--- src/tcnp_pkg.sv ---
// Shared types, character codes and helpers for the text command number parser.
package tcnp_pkg;

  localparam int unsigned ByteW  = 8;
  localparam int unsigned MagW   = 15;
  localparam int unsigned ValW   = 16;
  localparam int unsigned CmdW   = 3;
  localparam int unsigned LiftW  = 15;
  localparam int unsigned OutW   = 40;
  localparam int unsigned ProdW  = MagW + 4;

  localparam logic [LiftW-1:0] DefaultLiftReset = LiftW'(15);
  localparam logic [MagW-1:0]  MagMax           = MagW'(32767);

  localparam logic [ByteW-1:0] ChPass  = 8'h01;
  localparam logic [ByteW-1:0] ChSlash = 8'h2f;
  localparam logic [ByteW-1:0] ChP     = 8'h70;
  localparam logic [ByteW-1:0] ChU     = 8'h75;
  localparam logic [ByteW-1:0] ChD     = 8'h64;
  localparam logic [ByteW-1:0] ChMinus = 8'h2d;
  localparam logic [ByteW-1:0] ChZero  = 8'h30;
  localparam logic [ByteW-1:0] ChNine  = 8'h39;

  typedef enum logic [CmdW-1:0] {
    CmdNone = 3'd0,
    CmdPass = 3'd1,
    CmdPos  = 3'd2,
    CmdUp   = 3'd3,
    CmdDown = 3'd4
  } cmd_e;

  typedef enum logic [2:0] {
    PhFirst   = 3'd0,
    PhLetter  = 3'd1,
    PhSkip    = 3'd2,
    PhN1Start = 3'd3,
    PhN1Dig   = 3'd4,
    PhN2Start = 3'd5,
    PhN2Dig   = 3'd6,
    PhDone    = 3'd7
  } phase_e;

  typedef struct packed {
    cmd_e                  command;
    logic signed [ValW-1:0] first_value;
    logic signed [ValW-1:0] second_value;
  } result_t;

  function automatic logic signed [ValW-1:0] apply_sign(input logic neg,
                                                       input logic [MagW-1:0] mag);
    logic [ValW-1:0] m;
    m = {1'b0, mag};
    return neg ? $signed(~m + ValW'(1)) : $signed(m);
  endfunction

endpackage

--- src/text_command_number_parser.sv ---
// Top level: byte stream in, one decoded command beat out per message.
//
//  channel   direction  payload (low bit up)                         marker
//  s_axis    in         data_byte[7:0]                               tlast = end_of_message
//  m_axis    out        command[2:0], first_value[18:3],
//                       second_value[34:19], zero[39:35]             -
//  cfg       in         default_lift[14:0]                           write enable
//
// One byte per cycle while s_axis_tready is high; the parse state updates in the cycle a beat is taken.
// The result beat is registered and appears the cycle after the final byte.
// Input is taken whenever the result register is empty or being drained.
// Reset clears the parse state and the result valid flag; default_lift resets to 15.
module text_command_number_parser (
  input  logic        clk_i,
  input  logic        rst_ni,
  input  logic        s_axis_tvalid,
  output logic        s_axis_tready,
  input  logic [7:0]  s_axis_tdata,   // data_byte[7:0]
  input  logic        s_axis_tlast,
  output logic        m_axis_tvalid,
  input  logic        m_axis_tready,
  output logic [39:0] m_axis_tdata,   // command[2:0], first_value[18:3], second_value[34:19]
  input  logic        cfg_we_i,
  input  logic [14:0] cfg_wdata_i
);
  import tcnp_pkg::*;

  logic              beat;
  logic [LiftW-1:0]  lift_q;
  logic              out_valid_q, out_valid_d;
  result_t           res;
  result_t           res_q;

  assign s_axis_tready = !out_valid_q || m_axis_tready;
  assign beat          = s_axis_tvalid && s_axis_tready;

  tcnp_parser u_parser (
    .clk_i          (clk_i),
    .rst_ni         (rst_ni),
    .beat_i         (beat),
    .byte_i         (s_axis_tdata),
    .last_i         (s_axis_tlast),
    .default_lift_i (lift_q),
    .result_o       (res)
  );

  always_ff @(posedge clk_i or negedge rst_ni) begin
    if (!rst_ni) begin
      lift_q <= DefaultLiftReset;
    end else if (cfg_we_i) begin
      lift_q <= cfg_wdata_i;
    end
  end

  always_comb begin
    out_valid_d = out_valid_q;
    if (beat && s_axis_tlast) begin
      out_valid_d = 1'b1;
    end else if (m_axis_tready) begin
      out_valid_d = 1'b0;
    end
  end

  always_ff @(posedge clk_i or negedge rst_ni) begin
    if (!rst_ni) begin
      out_valid_q <= 1'b0;
    end else begin
      out_valid_q <= out_valid_d;
    end
  end

  always_ff @(posedge clk_i) begin
    if (beat && s_axis_tlast) begin
      res_q <= res;
    end
  end

  assign m_axis_tvalid = out_valid_q;
  assign m_axis_tdata  = {5'b0, res_q.second_value, res_q.first_value, res_q.command};

`ifndef SYNTH
  a_idle_no_values: assert property (@(posedge clk_i) disable iff (!rst_ni)
    m_axis_tvalid && (m_axis_tdata[2:0] == CmdNone || m_axis_tdata[2:0] == CmdPass)
    |-> m_axis_tdata[34:3] == '0)
    else $error("values set on a command without numbers");

  a_second_only_pos: assert property (@(posedge clk_i) disable iff (!rst_ni)
    m_axis_tvalid && m_axis_tdata[2:0] != CmdPos |-> m_axis_tdata[34:19] == '0)
    else $error("second value set on a non-position command");

  a_stall_holds_result: assert property (@(posedge clk_i) disable iff (!rst_ni)
    !s_axis_tready |-> m_axis_tvalid)
    else $error("input stalled with no pending result");
`endif

endmodule

--- src/tcnp_parser.sv ---
// Per-byte parse state and the decoded result for the final byte of a message.
module tcnp_parser (
  input  logic                         clk_i,
  input  logic                         rst_ni,
  input  logic                         beat_i,
  input  logic [7:0]                   byte_i,
  input  logic                         last_i,
  input  logic [14:0]                  default_lift_i,
  output tcnp_pkg::result_t            result_o
);
  import tcnp_pkg::*;

  phase_e                phase_q, phase_d;
  cmd_e                  cmd_q, cmd_d;
  logic                  neg_q, neg_d;
  logic [MagW-1:0]       mag_q, mag_d;
  logic signed [ValW-1:0] first_q, first_d;

  logic                  is_digit;
  logic [ProdW-1:0]      prod;
  logic [MagW-1:0]       mag_added;
  logic signed [ValW-1:0] cur_q, cur_d;

  assign is_digit  = byte_i inside {[ChZero:ChNine]};
  assign prod      = ({4'b0, mag_q} << 3) + ({4'b0, mag_q} << 1)
                     + ProdW'(byte_i - ChZero);
  assign mag_added = (prod > ProdW'(MagMax)) ? MagMax : prod[MagW-1:0];
  assign cur_q     = apply_sign(neg_q, mag_q);

  always_comb begin
    phase_d = phase_q;
    cmd_d   = cmd_q;
    neg_d   = neg_q;
    mag_d   = mag_q;
    first_d = first_q;
    case (phase_q)
      PhFirst: begin
        if (byte_i == ChPass) begin
          cmd_d   = CmdPass;
          phase_d = PhDone;
        end else if (byte_i == ChSlash) begin
          phase_d = PhLetter;
        end else begin
          phase_d = PhDone;
        end
      end
      PhLetter: begin
        phase_d = PhSkip;
        if (byte_i == ChP) begin
          cmd_d = CmdPos;
        end else if (byte_i == ChU) begin
          cmd_d = CmdUp;
        end else if (byte_i == ChD) begin
          cmd_d = CmdDown;
        end else begin
          phase_d = PhDone;
        end
      end
      PhSkip: begin
        phase_d = PhN1Start;
      end
      PhN1Start, PhN2Start, PhN1Dig, PhN2Dig: begin
        if (is_digit) begin
          mag_d   = mag_added;
          phase_d = (phase_q inside {PhN1Start, PhN1Dig}) ? PhN1Dig : PhN2Dig;
        end else if (byte_i == ChMinus && phase_q inside {PhN1Start, PhN2Start}) begin
          neg_d   = 1'b1;
          phase_d = (phase_q == PhN1Start) ? PhN1Dig : PhN2Dig;
        end else if (cmd_q == CmdPos && phase_q inside {PhN1Start, PhN1Dig}) begin
          first_d = cur_q;
          neg_d   = 1'b0;
          mag_d   = '0;
          phase_d = PhN2Start;
        end else begin
          phase_d = PhDone;
        end
      end
      default: begin
      end
    endcase
  end

  assign cur_d = apply_sign(neg_d, mag_d);

  always_comb begin
    result_o              = '0;
    result_o.command      = cmd_d;
    case (cmd_d)
      CmdPos: begin
        if (phase_d inside {PhN2Start, PhN2Dig, PhDone}) begin
          result_o.first_value  = first_d;
          result_o.second_value = cur_d;
        end else begin
          result_o.first_value  = cur_d;
        end
      end
      CmdUp: begin
        result_o.first_value = (cur_d == '0) ? $signed({1'b0, default_lift_i}) : cur_d;
      end
      CmdDown: begin
        result_o.first_value = cur_d;
      end
      default: begin
      end
    endcase
  end

  always_ff @(posedge clk_i or negedge rst_ni) begin
    if (!rst_ni) begin
      phase_q <= PhFirst;
      cmd_q   <= CmdNone;
      neg_q   <= 1'b0;
      mag_q   <= '0;
      first_q <= '0;
    end else if (beat_i) begin
      if (last_i) begin
        phase_q <= PhFirst;
        cmd_q   <= CmdNone;
        neg_q   <= 1'b0;
        mag_q   <= '0;
        first_q <= '0;
      end else begin
        phase_q <= phase_d;
        cmd_q   <= cmd_d;
        neg_q   <= neg_d;
        mag_q   <= mag_d;
        first_q <= first_d;
      end
    end
  end

endmodule
--- config.mk ---
export PLATFORM = sky130hd
export DESIGN_NAME = text_command_number_parser
export DESIGN_NICKNAME = d
export VERILOG_FILES = /design/src/tcnp_pkg.sv /design/src/text_command_number_parser.sv /design/src/tcnp_parser.sv
export SDC_FILE = /design/constraint.sdc
export NUM_CORES = 1
export LEC_CHECK = 0
export ABC_AREA = 1
export BUFFER_PORTS_ARGS = -buffer_cell sky130_fd_sc_hd__buf_2
export CAP_MARGIN = 20
export CORE_UTILIZATION = 65
export CTS_BUF_LIST = sky130_fd_sc_hd__clkbuf_8
export DETAILED_ROUTE_END_ITERATION = 10
export GPL_TIMING_DRIVEN = 0
export PLACE_DENSITY = 0.86
export SLEW_MARGIN = 20
export SYNTH_ARGS = -nofsm -noshare
export SYNTH_HDL_FRONTEND = slang
export SYNTH_SLANG_ARGS = --single-unit
--- constraint.sdc ---
create_clock -name clk_i -period 10.7 [get_ports clk_i]
set_input_delay 1.605 -clock clk_i [delete_from_list [all_inputs] [get_ports clk_i]]
set_output_delay 1.605 -clock clk_i [all_outputs]
set_load 0.03 [all_outputs]
Word-level counts from Yosys, hierarchy flattened --
Cells that the tools add are included.
Word-level totals: register bits 89, input port bits 29
Operators by class: add/subtract/negate cells 5, $lt $le $gt $ge 3, eq/ne operators 19, muxes and demuxes 41, bitwise logic cells 2, reduce and logical (&&, ||, !) cells 15
Operators by type and width (number):
- $mux W16 | 9
- $mux W15 | 6
- $pmux W16 S3 | 1
- $mux W3 | 13
- $add A16 B1 Y16 const B | 2
- $not A15 Y16 | 2
- $eq A8 B7 Y1 const B | 3
- $eq A3 B3 Y1 const B | 7
- $add A18 B16 Y19 | 1
- $add A19 B19 Y19 | 1
- $gt A19 B15 Y1 const B | 1
- $eq A8 B6 Y1 const B | 2
- $logic_not A16 Y1 | 1
- $eq A3 B2 Y1 const B | 5
- $pmux W3 S4 | 1
- $sub A8 B6 Y9 const B | 1
- $eq A8 B1 Y1 const B | 1
- $ge A8 B6 Y1 const B | 1
- $le A8 B6 Y1 const B | 1
- $mux W1 | 7
- $mux W2 | 3
- $pmux W3 S2 | 1
- $reduce_bool A2 Y1 | 3
- $logic_and A1 B1 Y1 | 5
- other kinds (7) | 7

Depth between registers and ports, before layout --
depth after elaboration 13, gate-level depth with buffers 38

Cells and area by module --
A second synthesis with hierarchy kept.
Unflattened totals: cells, all modules 1002, area total of the unflattened synthesis 7113.1 um^2
By module, submodules not included:
- tcnp_parser | instances 1, cells an instance 889, area each 5381.4 um^2, sequential area each 950.9 um^2
- text_command_number_parser | instances 1, cells an instance 113, area each 1731.7 um^2, sequential area each 1456.4 um^2

Worst setup path after synthesis --
Ideal clock, no wire load.
path kind in2reg, start point input s_axis_tdata[4], end point register res_q (netlist bit m_axis_tdata[15]) (data pin), library setup time 0.253 ns, data arrival time 5.960 ns, data required time 10.447 ns, setup slack 4.487 ns, stages on the path 36, buffers on the path 1, path through ha_1 -> nor2_1 -> inv_1 -> fa_1 -> inv_1 -> ha_1 -> nand2_1 -> inv_2 -> nand2_1 -> nand2_1 -> a21oi_1 -> nand2_1 -> nand2_1 -> nand2_1 -> nor2_4 -> buf_8 -> nand3_1 -> nand2_1 -> nand2_2 -> inv_2 -> ha_1 -> inv_1 -> nor2_1 -> nand2_1 -> nor2_2 -> nand2_1 -> nand3_1 -> nand2_2 -> inv_2 -> nand2_1 -> nor2_1 -> nand3_2 -> nand2_2 -> nand2_2 -> nand2_1 -> nand2_1
RTL lines:
- from (decl) | RTL line text_command_number_parser.sv:18 | input logic [7:0] s_axis_tdata,
- to (signal assigned) | RTL line text_command_number_parser.sv:74 | res_q <= res;
- to (decl) | RTL line text_command_number_parser.sv:32 | result_t res_q;

==> impl_metrics.yaml <==
placed_design:
  place.gp.congestion: 0.944
  portBuffers: 64
  hpwl_um: 14100
grt:
  antenna_violations_before_repair: 0
  grt_pass1_vias: 6598
  grt_remaining_overflow: 0
  grt_first_pass_wirelength_um: 30500
  grt_util_all_layers_pct: 33.7
  grt_max_degree: 55
route:
  detail_route.vias_per_cell: 5.51
  met2RoutedLength_um: 8550
  vias: 6996
  dr.first_iter.drc_count: 689
  final_antenna_net_count: 0
  route.layer.met1.wl_um: 7750
  detailroute.wirelength.met3_um: 1490
  post-route-drc-count: 0
  top_layer: "met4"
  wl_um: 18200
  routedWlPerCell_um: 14.3
  detail_route.first_pass.iterations: 6
floorplanning:
  floorplan.initialDensity_pct: 67.0
  dieHeight_um: 108
  die_x_um: 108
  floorplan.die_area_sq_um: 11600
  row_count: 38
  core-area_sq_um: 10800
  ios: 71
synthesis:
  seq_area_frac_synth_pct: 33.1
  yosys_most_used_dff: "sky130_fd_sc_hd__dfrtp_1"
  synthDistinctLibCells: 47
  synth_enable_flop_cells: 35
  post_synth.cell_area_avg_sq_um: 6.95
  syn-cell-area_sq_um: 7260
  asyncSetResetFlopFracSynth_pct: 60.7
  ys_seq_elements: 89
  synth-warning-count: 0
  postSynthCellCount: 1045
power_and_ir_drop:
  share_of_power_burned_in_combinational_logic_pct: 56.0
  power_frac_seq_pct: 26.8
  p_int_w: 0.000776
  power-per-cell-area_nw_per_um2: 187
  power.ir.vdd_worst_uv: 96.2
  power.total_w: 0.00150
  power_switching_w: 0.000729
  leakage_power_of_the_design_nw: 4.15
  swShare_pct: 48.4
  power.clock.fraction_pct: 17.3
clock_network:
  cts.repair.resized: 0
  clock_sink_count: 89
  cts_tree: "yes"
  cts_max_path_buffers: 2
  clock_latency_ns: 0.37
  cts_root_buf: "sky130_fd_sc_hd__clkbuf_8"
  hold_buffers: 0
  tritoncts.num_buffers: 9
  post-cts-setup-buffer-count: 0
  cts.reportedPaths.clkPinSlew_ns: 0.09
  cts_max_level: 3
min_path:
  holdCritPathClass: "flip-flop to flip-flop"
  critical_hold_path_startpoint: "u_parser.first_q[7]"
  hold_path_depth: 2
  min_delay_worst_endpoint: "u_parser.first_q[7]"
timing:
  final_period_minus_worst_setup_slack_ns: 7.03
  final_min_period_over_clock_period_pct: 65.7
  slew-limit-headroom_pct: 38.3
  hold_viol_final: 0
  worst_clock_skew_ns: 0.0199
  final_max_slew_viol_count: 0
  timing.setup.tns_ns: 0
  max_slew.worst_pin.slew_ns: 0.922
  fmaxAchievable_ghz: 0.142
  finalSetupViolCount: 0
  rsz0062_at_grt: "no"
setup_path:
  regToRegStartpoint: "u_parser.mag_q[2]"
  critPathArrivalTime_ns: 7.14
  worst_r2r_endpoint: "m_axis_tdata[15]"
  ff2ff_setup_slack_ns: 5.39
  criticalPathCategory: "input pin to flip-flop"
  cpMaxStageDelayCell: "sky130_fd_sc_hd__nor2_1"
  crit_required_ns: 10.82
  crit_path_max_fanout: 10
  critical_path.most_common_cell: "sky130_fd_sc_hd__nand2_1"
  critical_path.startpoint_type: "input pin"
  biggest_cell_delay_along_the_critical_path_ns: 0.73
  critPathCaptureType: "flip-flop"
  ff2ff_path_depth: 32
cells_and_area:
  multi_input_area_sq_um: 3970
  drive_gt1_share_pct: 17.1
  layout.area.seq_sq_um: 2410
  num-nets-final: 1193
  fillerInstances: 848
  antennaDiodeCount: 0
  area_growth_pct: 10.6
status:
  run_status: "finished clean"
job:
  maxCapViolations: 0
through the flow:
step | worst slack (ns) | std cells | utilization [%] | hold slack [ns] | area (sq um)
6_report | 3.67 | 1270 | 74.1 | 0.497 | 8030
5_1_grt | 3.15 | 1270 | 74.1 | 0.514 | 8030
4_1_cts | 3.78 | 1270 | 74.1 | 0.497 | 8030
3_5_place_dp | 3.41 | 1254 | 72.0 | 0.478 | 7810
3_3_place_gp | 3.51 | 1253 | 71.7 | 0.464 | 7770
2_1_floorplan | 4.49 | 1049 | - | 0.448 | 7280
power groups by stage:
stage	registers, W	clock network [W]	logic (W)
floorplan	0.000415	0	0.000632
global placement	0.000409	0	0.000799
detailed placement	0.000409	0	0.000818
CTS	0.000402	0.000259	0.000826
global route	0.000406	0.000276	0.000942
finish	0.000403	0.000260	0.000842
cells in the final DEF (no fill, tap or decap), types with 23 or more instances in the layout:
| master | count |
|---|---|
| sky130_fd_sc_hd__nand2_1 | 278 |
| sky130_fd_sc_hd__inv_1 | 163 |
| sky130_fd_sc_hd__buf_2 | 69 |
| sky130_fd_sc_hd__o22ai_1 | 31 |
| sky130_fd_sc_hd__inv_2 | 23 |
| sky130_fd_sc_hd__nand3_1 | 57 |
| sky130_fd_sc_hd__edfxtp_1 | 35 |
| sky130_fd_sc_hd__ha_1 | 25 |
| sky130_fd_sc_hd__o21ai_0 | 55 |
| sky130_fd_sc_hd__dfrtp_1 | 50 |
| sky130_fd_sc_hd__nor2_1 | 113 |
| sky130_fd_sc_hd__a21oi_1 | 35 |
cells in the mapped netlist (all sizes together), types with 16 or more instances:
cell type / instances / area [sq um]
a21oi: 41 / 243
buf: 16 / 128
clkbuf: 17 / 63.8
dfrtp: 50 / 1250
edfxtp: 35 / 1050
ha: 25 / 313
inv: 186 / 698
nand2: 298 / 1170
nand3: 70 / 423
nor2: 127 / 538
o21ai: 62 / 325
o22ai: 31 / 194
xor2: 16 / 140
flip-flops by register name (all words and copies together), names as in the netlist:
register,cells
lift_q,15
u_parser.cmd_q,3
u_parser.phase_q,3
u_parser.neg_q,1
u_parser.mag_q,15
m_axis_tdata,35
m_axis_tvalid,1
u_parser.first_q,16
logic make-up after synthesis:
kind of cell | after synthesis | synth area share [%]
simple gates | 530 | 32.3
buf+inv | 224 | 12.5
compound gates | 144 | 11.6
flops | 89 | 33.1
fa+ha+maj | 39 | 8.17
xor+xnor | 18 | 2.17
other cells | 1 | 0.0516
layer usage:
layer  GRT usage (%)  vias to the layer above
met5               0                        -
met3            6.11                       47
met1            44.9                     3185
met2            55.7                      312
met4            10.3                        0
li1                -                     3452
worst max path at each step:
stage / from / end / slack [ns] / cells after the start
after floorplan: s_axis_tdata[4] / m_axis_tdata[15] / 4.49 / 36
after global routing: s_axis_tdata[4] / m_axis_tdata[15] / 3.15 / 35
after global placement: s_axis_tdata[4] / m_axis_tdata[12] / 3.51 / 35
after CTS: s_axis_tdata[4] / m_axis_tdata[15] / 3.78 / 37
final: s_axis_tdata[4] / m_axis_tdata[15] / 3.67 / 35
after detailed placement: s_axis_tdata[4] / m_axis_tdata[15] / 3.41 / 37
final cells by class:
class                   instances  share of cell area (%)
plain buffers                  33                    2.38
clock buffers                   9                    1.54
clock inverters                 7                    1.23
inverters                     191                    8.93
multi-input cells             736                    49.4
flip-flops and latches         89                    30.0
well taps                     140                    2.18
repair buffers                 65                    4.36
critical path, delay by kind of cell:
family,cells,cell delay [ns]
simple gates,23,3.31
buf+inv,7,0.75
fa+ha+maj,4,1.29
compound gates,1,0.16
Power figures use the tool's default switching activity.
